--- src/hdl/ppgcq_pkg.sv ---
package ppgcq_pkg;

    localparam int WINDOW_LEN_DEF = 32;

    localparam int SAMPLE_W = 18;
    localparam int SUM_W    = 26;
    localparam int SQ_W     = 44;
    localparam int CNT_W    = 8;
    localparam int MULT_W   = 10;
    localparam int THR_W    = 16;
    localparam int WIN_W    = 9;

    localparam int S_TDATA_W = 24;
    localparam int M_TDATA_W = 64;
    localparam int APB_DATA_W = 32;
    localparam int APB_ADDR_W = 5;

    localparam int MUL_A_W = 32;
    localparam int MUL_B_W = 26;
    localparam int MUL_P_W = MUL_A_W + MUL_B_W;

    localparam int BM_W     = SAMPLE_W + MULT_W;
    localparam int WEAK_W   = BM_W + WIN_W;
    localparam int S2_W     = 2 * SUM_W;
    localparam int HALF_Q_W = SQ_W / 2;
    localparam int NQP_W    = HALF_Q_W + WIN_W;
    localparam int NQ_W     = SQ_W + WIN_W;
    localparam int T2_W     = 2 * THR_W;
    localparam int HALF_S2_W = S2_W / 2;
    localparam int TSP_W    = T2_W + HALF_S2_W;
    localparam int RHS_W    = T2_W + S2_W;
    localparam int SPN_W    = SAMPLE_W + WIN_W;
    localparam int RIP_W    = SPN_W + THR_W;
    localparam int RPROD_W  = THR_W + SUM_W;

    localparam logic [SAMPLE_W-1:0] BASELINE_RST = 18'd1;
    localparam logic [MULT_W-1:0]   MULT_RST     = 10'd307;
    localparam logic [THR_W-1:0]    STAB_RST     = 16'd9830;
    localparam logic [THR_W-1:0]    RMIN_RST     = 16'd131;
    localparam logic [THR_W-1:0]    RMAX_RST     = 16'd9830;

    typedef enum logic [2:0] {
        REG_BASELINE = 3'd0,
        REG_MULT     = 3'd1,
        REG_STAB     = 3'd2,
        REG_RMIN     = 3'd3,
        REG_RMAX     = 3'd4
    } reg_idx_t;

    typedef enum logic [2:0] {
        VERDICT_GOOD        = 3'd0,
        VERDICT_WEAK        = 3'd1,
        VERDICT_UNSTABLE    = 3'd2,
        VERDICT_RIPPLE_LOW  = 3'd3,
        VERDICT_RIPPLE_HIGH = 3'd4
    } verdict_t;

    typedef enum logic [3:0] {
        OP_NONE, OP_BL, OP_BLN, OP_SS, OP_NQL, OP_NQH, OP_TT, OP_TSL,
        OP_TSH, OP_SPN, OP_RMIN, OP_RMAX, OP_NQ, OP_DEV, OP_RHS, OP_DEC
    } op_t;

    typedef struct packed {
        logic [SAMPLE_W-1:0] baseline;
        logic [MULT_W-1:0]   mult;
        logic [THR_W-1:0]    stab;
        logic [THR_W-1:0]    rmin;
        logic [THR_W-1:0]    rmax;
    } cfg_t;

    typedef struct packed {
        logic acc_en;
        logic div_start;
        op_t  op;
        logic load_out;
    } cmd_t;

    typedef struct packed {
        logic div_busy;
        logic out_free;
    } stat_t;

endpackage

--- src/hdl/ppg_contact_quality_check.sv ---
// Samples are taken one per cycle while a window fills.
// After the edge that takes the last sample of a window, the 15-step sequence around the
// shared multiplier runs, then the wait state; the result is loaded in the emit state once
// the output is free, and it and the first sample of the next window can both go at the
// following edge. A result still waiting holds the input until it is taken.
// Synchronous active-low reset clears the accumulators and loads register defaults.
module ppg_contact_quality_check
    import ppgcq_pkg::*;
#(
    parameter int WINDOW_LEN = WINDOW_LEN_DEF
) (
    input  logic                  aclk,
    input  logic                  aresetn,
    input  logic                  s_tvalid,
    output logic                  s_tready,
    input  logic [S_TDATA_W-1:0]  s_tdata,   // [17:0] ir_sample
    output logic                  m_tvalid,
    input  logic                  m_tready,
    // [2:0] verdict, [3] finger_ok, [21:4] mean_level, [39:22] min_level,
    // [57:40] max_level
    output logic [M_TDATA_W-1:0]  m_tdata,
    input  logic                  psel,
    input  logic                  penable,
    input  logic                  pwrite,
    input  logic [APB_ADDR_W-1:0] paddr,
    input  logic [APB_DATA_W-1:0] pwdata,
    output logic [APB_DATA_W-1:0] prdata,
    output logic                  pready
);

    cfg_t                cfg_reg;
    cmd_t                cmd;
    stat_t               stat;
    logic                cfg_wr;
    verdict_t            verdict;
    logic                finger_ok;
    logic [SAMPLE_W-1:0] mean_level;
    logic [SAMPLE_W-1:0] min_level;
    logic [SAMPLE_W-1:0] max_level;

    assign pready = 1'b1;
    assign cfg_wr = psel && penable && pwrite && pready;

    always_ff @(posedge aclk) begin
        if (!aresetn) begin
            cfg_reg.baseline <= BASELINE_RST;
            cfg_reg.mult     <= MULT_RST;
            cfg_reg.stab     <= STAB_RST;
            cfg_reg.rmin     <= RMIN_RST;
            cfg_reg.rmax     <= RMAX_RST;
        end else if (cfg_wr) begin
            case (paddr[APB_ADDR_W-1:2])
                REG_BASELINE: cfg_reg.baseline <= pwdata[SAMPLE_W-1:0];
                REG_MULT:     cfg_reg.mult     <= pwdata[MULT_W-1:0];
                REG_STAB:     cfg_reg.stab     <= pwdata[THR_W-1:0];
                REG_RMIN:     cfg_reg.rmin     <= pwdata[THR_W-1:0];
                REG_RMAX:     cfg_reg.rmax     <= pwdata[THR_W-1:0];
                default: begin
                end
            endcase
        end
    end

    always_comb begin
        case (paddr[APB_ADDR_W-1:2])
            REG_BASELINE: prdata = APB_DATA_W'(cfg_reg.baseline);
            REG_MULT:     prdata = APB_DATA_W'(cfg_reg.mult);
            REG_STAB:     prdata = APB_DATA_W'(cfg_reg.stab);
            REG_RMIN:     prdata = APB_DATA_W'(cfg_reg.rmin);
            REG_RMAX:     prdata = APB_DATA_W'(cfg_reg.rmax);
            default:      prdata = '0;
        endcase
    end

    ppgcq_ctrl #(
        .WINDOW_LEN(WINDOW_LEN)
    ) u_ctrl (
        .aclk    (aclk),
        .aresetn (aresetn),
        .s_tvalid(s_tvalid),
        .s_tready(s_tready),
        .stat    (stat),
        .cmd     (cmd)
    );

    ppgcq_dp #(
        .WINDOW_LEN(WINDOW_LEN)
    ) u_dp (
        .aclk      (aclk),
        .aresetn   (aresetn),
        .cfg       (cfg_reg),
        .cmd       (cmd),
        .stat      (stat),
        .sample    (s_tdata[SAMPLE_W-1:0]),
        .m_tready  (m_tready),
        .m_tvalid  (m_tvalid),
        .verdict   (verdict),
        .finger_ok (finger_ok),
        .mean_level(mean_level),
        .min_level (min_level),
        .max_level (max_level)
    );

    assign m_tdata = {6'b0, max_level, min_level, mean_level, finger_ok, verdict};

    assert property (@(posedge aclk) disable iff (!aresetn)
        stat.div_busy |-> !s_tready)
        else $error("request accepted while mean divider busy");

    assert property (@(posedge aclk) disable iff (!aresetn)
        m_tvalid |-> (finger_ok == (verdict == VERDICT_GOOD)))
        else $error("finger_ok disagrees with verdict");

    assert property (@(posedge aclk) disable iff (!aresetn)
        m_tvalid |-> (min_level <= mean_level) && (mean_level <= max_level))
        else $error("mean outside window extremes");

    assert property (@(posedge aclk) disable iff (!aresetn)
        cmd.load_out |-> !cmd.acc_en)
        else $error("window cleared while a request is taken");

endmodule

--- src/hdl/ppgcq_div.sv ---
module ppgcq_div
    import ppgcq_pkg::*;
#(
    parameter int WINDOW_LEN = WINDOW_LEN_DEF
) (
    input  logic                aclk,
    input  logic                aresetn,
    input  logic                start,
    input  logic [SUM_W-1:0]    dividend,
    output logic [SAMPLE_W-1:0] quotient,
    output logic                busy
);

    localparam int REM_W   = (WINDOW_LEN > 1) ? $clog2(WINDOW_LEN) : 1;
    localparam int SHIFT   = SUM_W + REM_W;
    localparam int RECIP_W = SUM_W + 2;
    localparam int PROD_W  = SUM_W + RECIP_W;
    localparam logic [63:0] RECIP_FULL =
        ((64'd1 << SHIFT) + 64'(WINDOW_LEN) - 64'd1) / 64'(WINDOW_LEN);
    localparam logic [RECIP_W-1:0] RECIP = RECIP_W'(RECIP_FULL);

    logic [PROD_W-1:0]   prod;
    logic [SAMPLE_W-1:0] q_reg;

    // multiply by the rounded-up reciprocal of the window length
    assign prod     = PROD_W'(dividend) * PROD_W'(RECIP);
    assign busy     = start;
    assign quotient = q_reg;

    always_ff @(posedge aclk) begin
        if (!aresetn) begin
            q_reg <= '0;
        end else if (start) begin
            q_reg <= prod[SHIFT +: SAMPLE_W];
        end
    end

endmodule

--- src/hdl/ppgcq_dp.sv ---
module ppgcq_dp
    import ppgcq_pkg::*;
#(
    parameter int WINDOW_LEN = WINDOW_LEN_DEF
) (
    input  logic                aclk,
    input  logic                aresetn,
    input  cfg_t                cfg,
    input  cmd_t                cmd,
    output stat_t               stat,
    input  logic [SAMPLE_W-1:0] sample,
    input  logic                m_tready,
    output logic                m_tvalid,
    output verdict_t            verdict,
    output logic                finger_ok,
    output logic [SAMPLE_W-1:0] mean_level,
    output logic [SAMPLE_W-1:0] min_level,
    output logic [SAMPLE_W-1:0] max_level
);

    logic [SUM_W-1:0]      sum_reg;
    logic [SQ_W-1:0]       sq_reg;
    logic [SAMPLE_W-1:0]   min_reg;
    logic [SAMPLE_W-1:0]   max_reg;
    logic [2*SAMPLE_W-1:0] sample_sq;

    logic [BM_W-1:0]    bm_reg;
    logic [WEAK_W-1:0]  weak_rhs_reg;
    logic [S2_W-1:0]    s2_reg;
    logic [NQP_W-1:0]   nql_reg;
    logic [NQP_W-1:0]   nqh_reg;
    logic [T2_W-1:0]    t2_reg;
    logic [TSP_W-1:0]   tsl_reg;
    logic [TSP_W-1:0]   tsh_reg;
    logic [SPN_W-1:0]   spn_reg;
    logic [RPROD_W-1:0] rmin_prod_reg;
    logic [RPROD_W-1:0] rmax_prod_reg;
    logic [NQ_W-1:0]    nq_reg;
    logic [NQ_W-1:0]    dev_reg;
    logic [RHS_W-1:0]   rhs_reg;
    verdict_t           verdict_reg;

    logic                out_valid_reg;
    verdict_t            verdict_out_reg;
    logic                ok_out_reg;
    logic [SAMPLE_W-1:0] mean_out_reg;
    logic [SAMPLE_W-1:0] min_out_reg;
    logic [SAMPLE_W-1:0] max_out_reg;

    logic [MUL_A_W-1:0] mul_a;
    logic [MUL_B_W-1:0] mul_b;
    logic [MUL_P_W-1:0] mul_p;
    logic [SUM_W-1:0]   mul_s;
    logic [MUL_B_W-1:0] win_b;
    logic [SAMPLE_W-1:0] spread;

    logic [WEAK_W-1:0]  weak_lhs;
    logic [RHS_W:0]     unst_lhs;
    logic [RIP_W-1:0]   rip_lhs;
    logic [NQ_W-1:0]    s2_ext;
    logic [NQ_W-1:0]    nq_sum;
    logic [RHS_W-1:0]   rhs_sum;

    logic                div_busy;
    logic [SAMPLE_W-1:0] quotient;

    ppgcq_div #(
        .WINDOW_LEN(WINDOW_LEN)
    ) u_div (
        .aclk    (aclk),
        .aresetn (aresetn),
        .start   (cmd.div_start),
        .dividend(sum_reg),
        .quotient(quotient),
        .busy    (div_busy)
    );

    assign sample_sq = sample * sample;
    assign mul_s     = (sum_reg == '0) ? SUM_W'(1) : sum_reg;
    assign win_b     = (sum_reg == '0) ? MUL_B_W'(1) : MUL_B_W'(WINDOW_LEN);
    assign spread    = (max_reg >= min_reg) ? max_reg - min_reg : '0;

    always_comb begin
        mul_a = '0;
        mul_b = '0;
        case (cmd.op)
            OP_BL: begin
                mul_a = MUL_A_W'(cfg.baseline);
                mul_b = MUL_B_W'(cfg.mult);
            end
            OP_BLN: begin
                mul_a = MUL_A_W'(bm_reg);
                mul_b = MUL_B_W'(WINDOW_LEN);
            end
            OP_SS: begin
                mul_a = MUL_A_W'(sum_reg);
                mul_b = MUL_B_W'(sum_reg);
            end
            OP_NQL: begin
                mul_a = MUL_A_W'(sq_reg[HALF_Q_W-1:0]);
                mul_b = MUL_B_W'(WINDOW_LEN);
            end
            OP_NQH: begin
                mul_a = MUL_A_W'(sq_reg[SQ_W-1:HALF_Q_W]);
                mul_b = MUL_B_W'(WINDOW_LEN);
            end
            OP_TT: begin
                mul_a = MUL_A_W'(cfg.stab);
                mul_b = MUL_B_W'(cfg.stab);
            end
            OP_TSL: begin
                mul_a = MUL_A_W'(t2_reg);
                mul_b = MUL_B_W'(s2_reg[HALF_S2_W-1:0]);
            end
            OP_TSH: begin
                mul_a = MUL_A_W'(t2_reg);
                mul_b = MUL_B_W'(s2_reg[S2_W-1:HALF_S2_W]);
            end
            OP_SPN: begin
                mul_a = MUL_A_W'(spread);
                mul_b = win_b;
            end
            OP_RMIN: begin
                mul_a = MUL_A_W'(cfg.rmin);
                mul_b = MUL_B_W'(mul_s);
            end
            OP_RMAX: begin
                mul_a = MUL_A_W'(cfg.rmax);
                mul_b = MUL_B_W'(mul_s);
            end
            default: begin
                mul_a = '0;
                mul_b = '0;
            end
        endcase
    end

    assign mul_p = mul_a * mul_b;

    assign s2_ext   = NQ_W'(s2_reg);
    assign nq_sum   = (NQ_W'(nqh_reg) << HALF_Q_W) + NQ_W'(nql_reg);
    assign rhs_sum  = (RHS_W'(tsh_reg) << HALF_S2_W) + RHS_W'(tsl_reg);
    assign weak_lhs = WEAK_W'({sum_reg, 8'b0});
    assign unst_lhs = {dev_reg, 32'b0};
    assign rip_lhs  = {spn_reg, 16'b0};

    always_ff @(posedge aclk) begin
        if (!aresetn) begin
            sum_reg <= '0;
            sq_reg  <= '0;
            min_reg <= '1;
            max_reg <= '0;
        end else if (cmd.load_out) begin
            sum_reg <= '0;
            sq_reg  <= '0;
            min_reg <= '1;
            max_reg <= '0;
        end else if (cmd.acc_en) begin
            sum_reg <= sum_reg + SUM_W'(sample);
            sq_reg  <= sq_reg + SQ_W'(sample_sq);
            if (sample < min_reg) begin
                min_reg <= sample;
            end
            if (sample > max_reg) begin
                max_reg <= sample;
            end
        end
    end

    always_ff @(posedge aclk) begin
        case (cmd.op)
            OP_BL:   bm_reg        <= mul_p[BM_W-1:0];
            OP_BLN:  weak_rhs_reg  <= mul_p[WEAK_W-1:0];
            OP_SS:   s2_reg        <= mul_p[S2_W-1:0];
            OP_NQL:  nql_reg       <= mul_p[NQP_W-1:0];
            OP_NQH:  nqh_reg       <= mul_p[NQP_W-1:0];
            OP_TT:   t2_reg        <= mul_p[T2_W-1:0];
            OP_TSL:  tsl_reg       <= mul_p[TSP_W-1:0];
            OP_TSH:  tsh_reg       <= mul_p[TSP_W-1:0];
            OP_SPN:  spn_reg       <= mul_p[SPN_W-1:0];
            OP_RMIN: rmin_prod_reg <= mul_p[RPROD_W-1:0];
            OP_RMAX: rmax_prod_reg <= mul_p[RPROD_W-1:0];
            OP_NQ:   nq_reg        <= nq_sum;
            OP_DEV:  dev_reg       <= (nq_reg > s2_ext) ? nq_reg - s2_ext : '0;
            OP_RHS:  rhs_reg       <= rhs_sum;
            OP_DEC: begin
                if (weak_lhs < weak_rhs_reg) begin
                    verdict_reg <= VERDICT_WEAK;
                end else if (unst_lhs > {1'b0, rhs_reg}) begin
                    verdict_reg <= VERDICT_UNSTABLE;
                end else if (rip_lhs < RIP_W'(rmin_prod_reg)) begin
                    verdict_reg <= VERDICT_RIPPLE_LOW;
                end else if (rip_lhs > RIP_W'(rmax_prod_reg)) begin
                    verdict_reg <= VERDICT_RIPPLE_HIGH;
                end else begin
                    verdict_reg <= VERDICT_GOOD;
                end
            end
            default: begin
            end
        endcase
    end

    always_ff @(posedge aclk) begin
        if (!aresetn) begin
            out_valid_reg <= 1'b0;
        end else if (cmd.load_out) begin
            out_valid_reg <= 1'b1;
        end else if (m_tready) begin
            out_valid_reg <= 1'b0;
        end
    end

    always_ff @(posedge aclk) begin
        if (cmd.load_out) begin
            verdict_out_reg <= verdict_reg;
            ok_out_reg      <= (verdict_reg == VERDICT_GOOD);
            mean_out_reg    <= quotient;
            min_out_reg     <= min_reg;
            max_out_reg     <= max_reg;
        end
    end

    assign stat.div_busy = div_busy;
    assign stat.out_free = !out_valid_reg || m_tready;

    assign m_tvalid   = out_valid_reg;
    assign verdict    = verdict_out_reg;
    assign finger_ok  = ok_out_reg;
    assign mean_level = mean_out_reg;
    assign min_level  = min_out_reg;
    assign max_level  = max_out_reg;

endmodule

--- src/hdl/ppgcq_ctrl.sv ---
module ppgcq_ctrl
    import ppgcq_pkg::*;
#(
    parameter int WINDOW_LEN = WINDOW_LEN_DEF
) (
    input  logic  aclk,
    input  logic  aresetn,
    input  logic  s_tvalid,
    output logic  s_tready,
    input  stat_t stat,
    output cmd_t  cmd
);

    localparam logic [CNT_W-1:0] LAST_IDX = CNT_W'(WINDOW_LEN - 1);

    typedef enum logic [1:0] {
        ST_ACC,
        ST_CALC,
        ST_WAIT,
        ST_EMIT
    } state_t;

    state_t           state_reg;
    logic [CNT_W-1:0] cnt_reg;
    op_t              op_reg;
    logic             start_reg;
    logic             acc;

    assign s_tready = (state_reg == ST_ACC);
    assign acc      = s_tvalid && s_tready;

    always_ff @(posedge aclk) begin
        if (!aresetn) begin
            state_reg <= ST_ACC;
            cnt_reg   <= '0;
            op_reg    <= OP_NONE;
            start_reg <= 1'b0;
        end else begin
            start_reg <= 1'b0;
            case (state_reg)
                ST_ACC: begin
                    if (acc) begin
                        if (cnt_reg == LAST_IDX) begin
                            cnt_reg   <= '0;
                            op_reg    <= OP_BL;
                            start_reg <= 1'b1;
                            state_reg <= ST_CALC;
                        end else begin
                            cnt_reg <= cnt_reg + CNT_W'(1);
                        end
                    end
                end
                ST_CALC: begin
                    if (op_reg == OP_DEC) begin
                        op_reg    <= OP_NONE;
                        state_reg <= ST_WAIT;
                    end else begin
                        op_reg <= op_t'(op_reg + 4'd1);
                    end
                end
                ST_WAIT: begin
                    if (!stat.div_busy) begin
                        state_reg <= ST_EMIT;
                    end
                end
                ST_EMIT: begin
                    if (stat.out_free) begin
                        state_reg <= ST_ACC;
                    end
                end
                default: begin
                    state_reg <= ST_ACC;
                end
            endcase
        end
    end

    assign cmd.acc_en    = acc;
    assign cmd.div_start = start_reg;
    assign cmd.op        = op_reg;
    assign cmd.load_out  = (state_reg == ST_EMIT) && stat.out_free;

endmodule

--- config.mk ---
export PLATFORM = sky130hd
export DESIGN_NAME = ppg_contact_quality_check
export DESIGN_NICKNAME = d
export VERILOG_FILES = /design/src/hdl/ppgcq_pkg.sv /design/src/hdl/ppg_contact_quality_check.sv /design/src/hdl/ppgcq_div.sv /design/src/hdl/ppgcq_dp.sv /design/src/hdl/ppgcq_ctrl.sv
export SDC_FILE = /design/constraint.sdc
export NUM_CORES = 2
export LEC_CHECK = 0
export BUFFER_PORTS_ARGS = -buffer_cell sky130_fd_sc_hd__buf_2
export CORE_MARGIN = 1.5
export CORE_UTILIZATION = 40
export CTS_BUF_LIST = sky130_fd_sc_hd__clkbuf_2
export CTS_CLUSTER_DIAMETER = 100
export DETAILED_ROUTE_END_ITERATION = 12
export REMOVE_ABC_BUFFERS = 1
export SYNTH_ARGS = -nofsm -noshare
export SYNTH_HDL_FRONTEND = slang
export SYNTH_SLANG_ARGS = --single-unit
export TNS_END_PERCENT = 100
--- constraint.sdc ---
create_clock -name aclk -period 9.45 [get_ports aclk]
set_clock_uncertainty 0.05 [all_clocks]
set_input_delay 0.945 -clock aclk [delete_from_list [all_inputs] [get_ports aclk]]
set_output_delay 0.945 -clock aclk [all_outputs]
set_load 0.01 [all_outputs]
==> key figures <==
Placement
  – DPL Wire Length: 207700 microns
  – Global placer's final weighted congestion: 0.9708
  – Post-placement setup slack: -0.6685 ns
  – PortBufs: 123
  – Placed Instance Area: 87410 sq um

Finish
  – Fillers: 18.54k
  – Design Area, Final: 92030 sq um
  – Max FFs per register: 84
  – Share of final-layout standard cells stronger than drive strength 1: 0.1578
  – Layout Area Growth over Synthesis: 15.43%
  – Layout net count: 10.34k

Global routing
  – Global-route wire length before repair: 396300 microns
  – Total routing usage reported by global routing: 0.2618
  – Layer carrying the most global-route usage: met2
  – Global routing met3 resource utilization: 0.04231
  – Via count of the first global-routing pass: 62.80k
  – Met1 global-route usage: 0.3485
  – Global-route congestion overflow total: 0
  – Met2 Track Usage GR: 0.4187
  – Maximum number of pins on one net before global-route repair: 90
  – Number of antenna violations at the first check in global routing: 17

Timing
  – Relative max-transition margin: 0.1603
  – Final hold violation count: 0
  – Unrepaired setup endpoints after global routing: yes
  – Final Max Tran Viols: 0
  – Setup-failing EPs final: 0
  – Worst Slack Setup Final: 0.003337 ns
  – Highest Clock Rate: 105.9 MHz
  – Final cycle utilization of the critical path: 0.9996
  – Tmin final: 9.447 ns
  – Transition time at the pin with the least slew margin: 1.258 ns

Power
  – Peak ir drop on the vdd network: 441.3 uV
  – Total power divided by cell area: 156.5 nW/um^2
  – Reported leakage power: 42.92 nW

Drt
  – Post-Route WL: 267900 microns
  – Number of vias after detailed routing: 61.60k
  – Wire length per cell after detailed routing: 23.25 microns
  – Remaining design rule violation count: 0
  – First DRT Iteration DRCs: 5541
  – First-pass iteration count of the detailed router: 6
  – Routed vias/inst: 5.347
  – Count of antenna-violating nets left after detailed routing: 0

Synth
  – Cell type with the largest total area after synthesis: sky130_fd_sc_hd__edfxtp_1
  – Async S/R FF share, synth: 0
  – Post-synth EDFFs: 689
  – Synthesized netlist cell count: 8025
  – Seq cells post-synth: 905
  – Main synth FF type: sky130_fd_sc_hd__edfxtp_1
  – Largest cells by area after synthesis: sky130_fd_sc_hd__edfxtp_1 26%, sky130_fd_sc_hd__fa_1 24%, sky130_fd_sc_hd__ha_1 9.7%
  – Area share of the largest cell type after synthesis: 0.2595
  – Count of unique library cells instantiated by Yosys: 92
  – Warnings from Yosys: 0
  – Post-Synthesis Cell Area: 79730 sq um
  – Sequential-to-total area share from yosys stat: 0.3137
  – Average instance area after synthesis: 9.935 sq um

Worst hold path
  – Path type of the worst min-delay path: primary input to register

Die
  – Site Rows: 163
  – Die height: 449.5 microns
  – Initial standard-cell utilization of the core: 0.4034
  – Floorplan die area: 202000 sq um
  – Area of the core: 197600 sq um
  – Top-level port count: 167
  – Die boundary width: 449.5 microns

Critical path
  – Delay of the slowest critical-path stage: 0.57 ns
  – CP bufs+invs: 12
  – Critical path's top delay family: adder cells
  – Cell at the slowest stage of the critical path: sky130_fd_sc_hd__fa_1
  – Data required time of the critical path: 10.82 ns
  – Worst setup EP type: register
  – WP data arrival: 10.82 ns
  – Kind of critical path: register to register
  – Element type at the critical path start: register
  – Maximum net fanout on the critical path: 5
  – Most numerous cell on the critical path: sky130_fd_sc_hd__fa_1

Clocking
  – Register clock-pin slew on the reported worst setup and hold paths: 0.12 ns
  – Number of clock sinks: 905
  – Worst-skew pair later-pin latency: 1.73 ns
  – CTS tree: yes
  – Root buffer cell: sky130_fd_sc_hd__clkbuf_2
  – Bufs on Longest Clock Path: 3
  – Clock H-tree levels: 4
  – Clock buffers created by TritonCTS: 222

Status
  – Status: completed

Flow run
  – MaxCap Viol Count: 0
## worst paths after layout
kind	cells past startpoint	slack [ns]	from	endpoint
setup / recovery	41	0.003	u_dp.max_reg[0]	u_dp.tsh_reg[56]
setup reg to reg	41	0.003	u_dp.max_reg[0]	u_dp.tsh_reg[56]
hold reg to reg	0	0.32	u_dp.nql_reg[2]	u_dp.nq_reg[2]
hold / removal	6	0.18	psel	cfg_reg[7]
## final cells by class
class,count,area (sq um),area share
Antenna cell,22,55.05,0.0005982
Clock inverter,78,566.8,0.006158
Multi-Input combinational cell,5363,49300,0.5357
Timing Repair Buffer,772,6857,0.07450
Inverter,1422,5338,0.05800
Sequential cell,905,25020,0.2718
Tap cell,2640,3303,0.03589
Clock buffer,319,1597,0.01735
## synthesized netlist by cell type, types with 13 or more instances
library cell,instances
sky130_fd_sc_hd__buf_1,24
sky130_fd_sc_hd__o211ai_1,27
sky130_fd_sc_hd__a22o_1,23
sky130_fd_sc_hd__a2111o_1,13
sky130_fd_sc_hd__nand2b_1,38
sky130_fd_sc_hd__fa_1,972
sky130_fd_sc_hd__a221o_1,15
sky130_fd_sc_hd__buf_4,28
sky130_fd_sc_hd__buf_2,51
sky130_fd_sc_hd__nand2_1,1022
sky130_fd_sc_hd__or3_1,19
sky130_fd_sc_hd__mux2_2,13
sky130_fd_sc_hd__o21bai_1,37
sky130_fd_sc_hd__a21o_1,184
sky130_fd_sc_hd__nand3_1,94
sky130_fd_sc_hd__or2_2,13
sky130_fd_sc_hd__mux2i_1,46
sky130_fd_sc_hd__ha_1,615
sky130_fd_sc_hd__dfxtp_1,216
sky130_fd_sc_hd__and4_1,27
sky130_fd_sc_hd__o21ai_0,138
sky130_fd_sc_hd__a222oi_1,14
sky130_fd_sc_hd__a21oi_1,372
sky130_fd_sc_hd__a211oi_1,25
sky130_fd_sc_hd__edfxtp_1,689
sky130_fd_sc_hd__clkbuf_1,247
sky130_fd_sc_hd__nor2b_1,57
sky130_fd_sc_hd__nand4_1,89
sky130_fd_sc_hd__inv_1,1422
sky130_fd_sc_hd__o21a_1,30
sky130_fd_sc_hd__and3_1,37
sky130_fd_sc_hd__a22oi_1,90
sky130_fd_sc_hd__and2_1,111
sky130_fd_sc_hd__a221oi_1,14
sky130_fd_sc_hd__nor4_1,28
sky130_fd_sc_hd__o31ai_1,17
sky130_fd_sc_hd__xnor2_1,177
sky130_fd_sc_hd__o22ai_1,16
sky130_fd_sc_hd__a31oi_1,25
sky130_fd_sc_hd__xor2_1,77
sky130_fd_sc_hd__nor3_1,53
sky130_fd_sc_hd__nor2_1,661
## where the power goes
group / total (mW) / internal (mW) / switching (mW)
registers: 4.52 / 4.34 / 0.184
clock network: 2.83 / 1.13 / 1.70
logic: 7.05 / 3.05 / 4.00
total: 14.4 / 8.52 / 5.88
## cells in the final DEF, fill, tap and decap left out, drive strengths merged, types with 53 or more instances in the layout
cell type,synthesis,routed
fa,972,972
clkbuf,247,324
nand4,89,89
dlygate4sd3,0,63
ha,615,615
o21ai,149,149
xor2,77,77
nand3,94,94
nor2,661,661
nand2,1023,1023
dfxtp,216,216
buf,107,704
nor2b,57,57
inv,1422,1429
a22oi,91,91
a21oi,379,379
clkinv,0,64
and2,115,115
xnor2,177,177
a21o,184,184
edfxtp,689,689
nor3,53,53
## cells by family after synthesis
group / synth area share
simple gates: 0.1262
buf+inv: 0.08611
fa+ha+maj: 0.3406
compound gates: 0.09774
flops: 0.3137
xor+xnor: 0.02790
mux: 0.007611
other cells: 0.00009419
## routing by layer
metal  routed length, microns  up-vias
met2                   122500     2612
met1                   111200    30840
met3                    21130      549
met4                    13100        4
li1                         -    27600
met5                       20        -
## worst min-delay path, stage by stage
cell and delay, ns:
sky130_fd_sc_hd__buf_2 0.10, sky130_fd_sc_hd__nand3_1 0.09, sky130_fd_sc_hd__inv_1 0.05, sky130_fd_sc_hd__and3_1 0.44
sky130_fd_sc_hd__nand2_1 0.17, sky130_fd_sc_hd__a21oi_1 0.06
## what timing repair did
item,CTS,global route
gates resized for setup,57,281
endpoints found under the hold margin,153,0
pin swaps,35,221
cloned,0,4
buffers inserted,6,32
setup endpoints to repair,82,149
hold buffers,63,0
## metrics by stage
| step | util | total power, mW | hold slack [ns] | std cells | setup TNS (ns) |
|---|---|---|---|---|---|
| 2_1_floorplan | - | 9.976 | 0.3503 | 7690 | -120.47 |
| 3_3_place_gp | 0.4423 | 11.41 | 0.3508 | 11000 | -19.02 |
| 3_5_place_dp | 0.4423 | 11.52 | 0.3545 | 11000 | -21.94 |
| 4_1_cts | 0.4580 | 14.40 | 0.002487 | 11470 | 0 |
| 5_1_grt | 0.4656 | 15.60 | 0.04003 | 11520 | -3.728 |
| 6_report | 0.4657 | 14.40 | 0.1777 | 11520 | 0 |
Power figures use the tool's default switching activity.
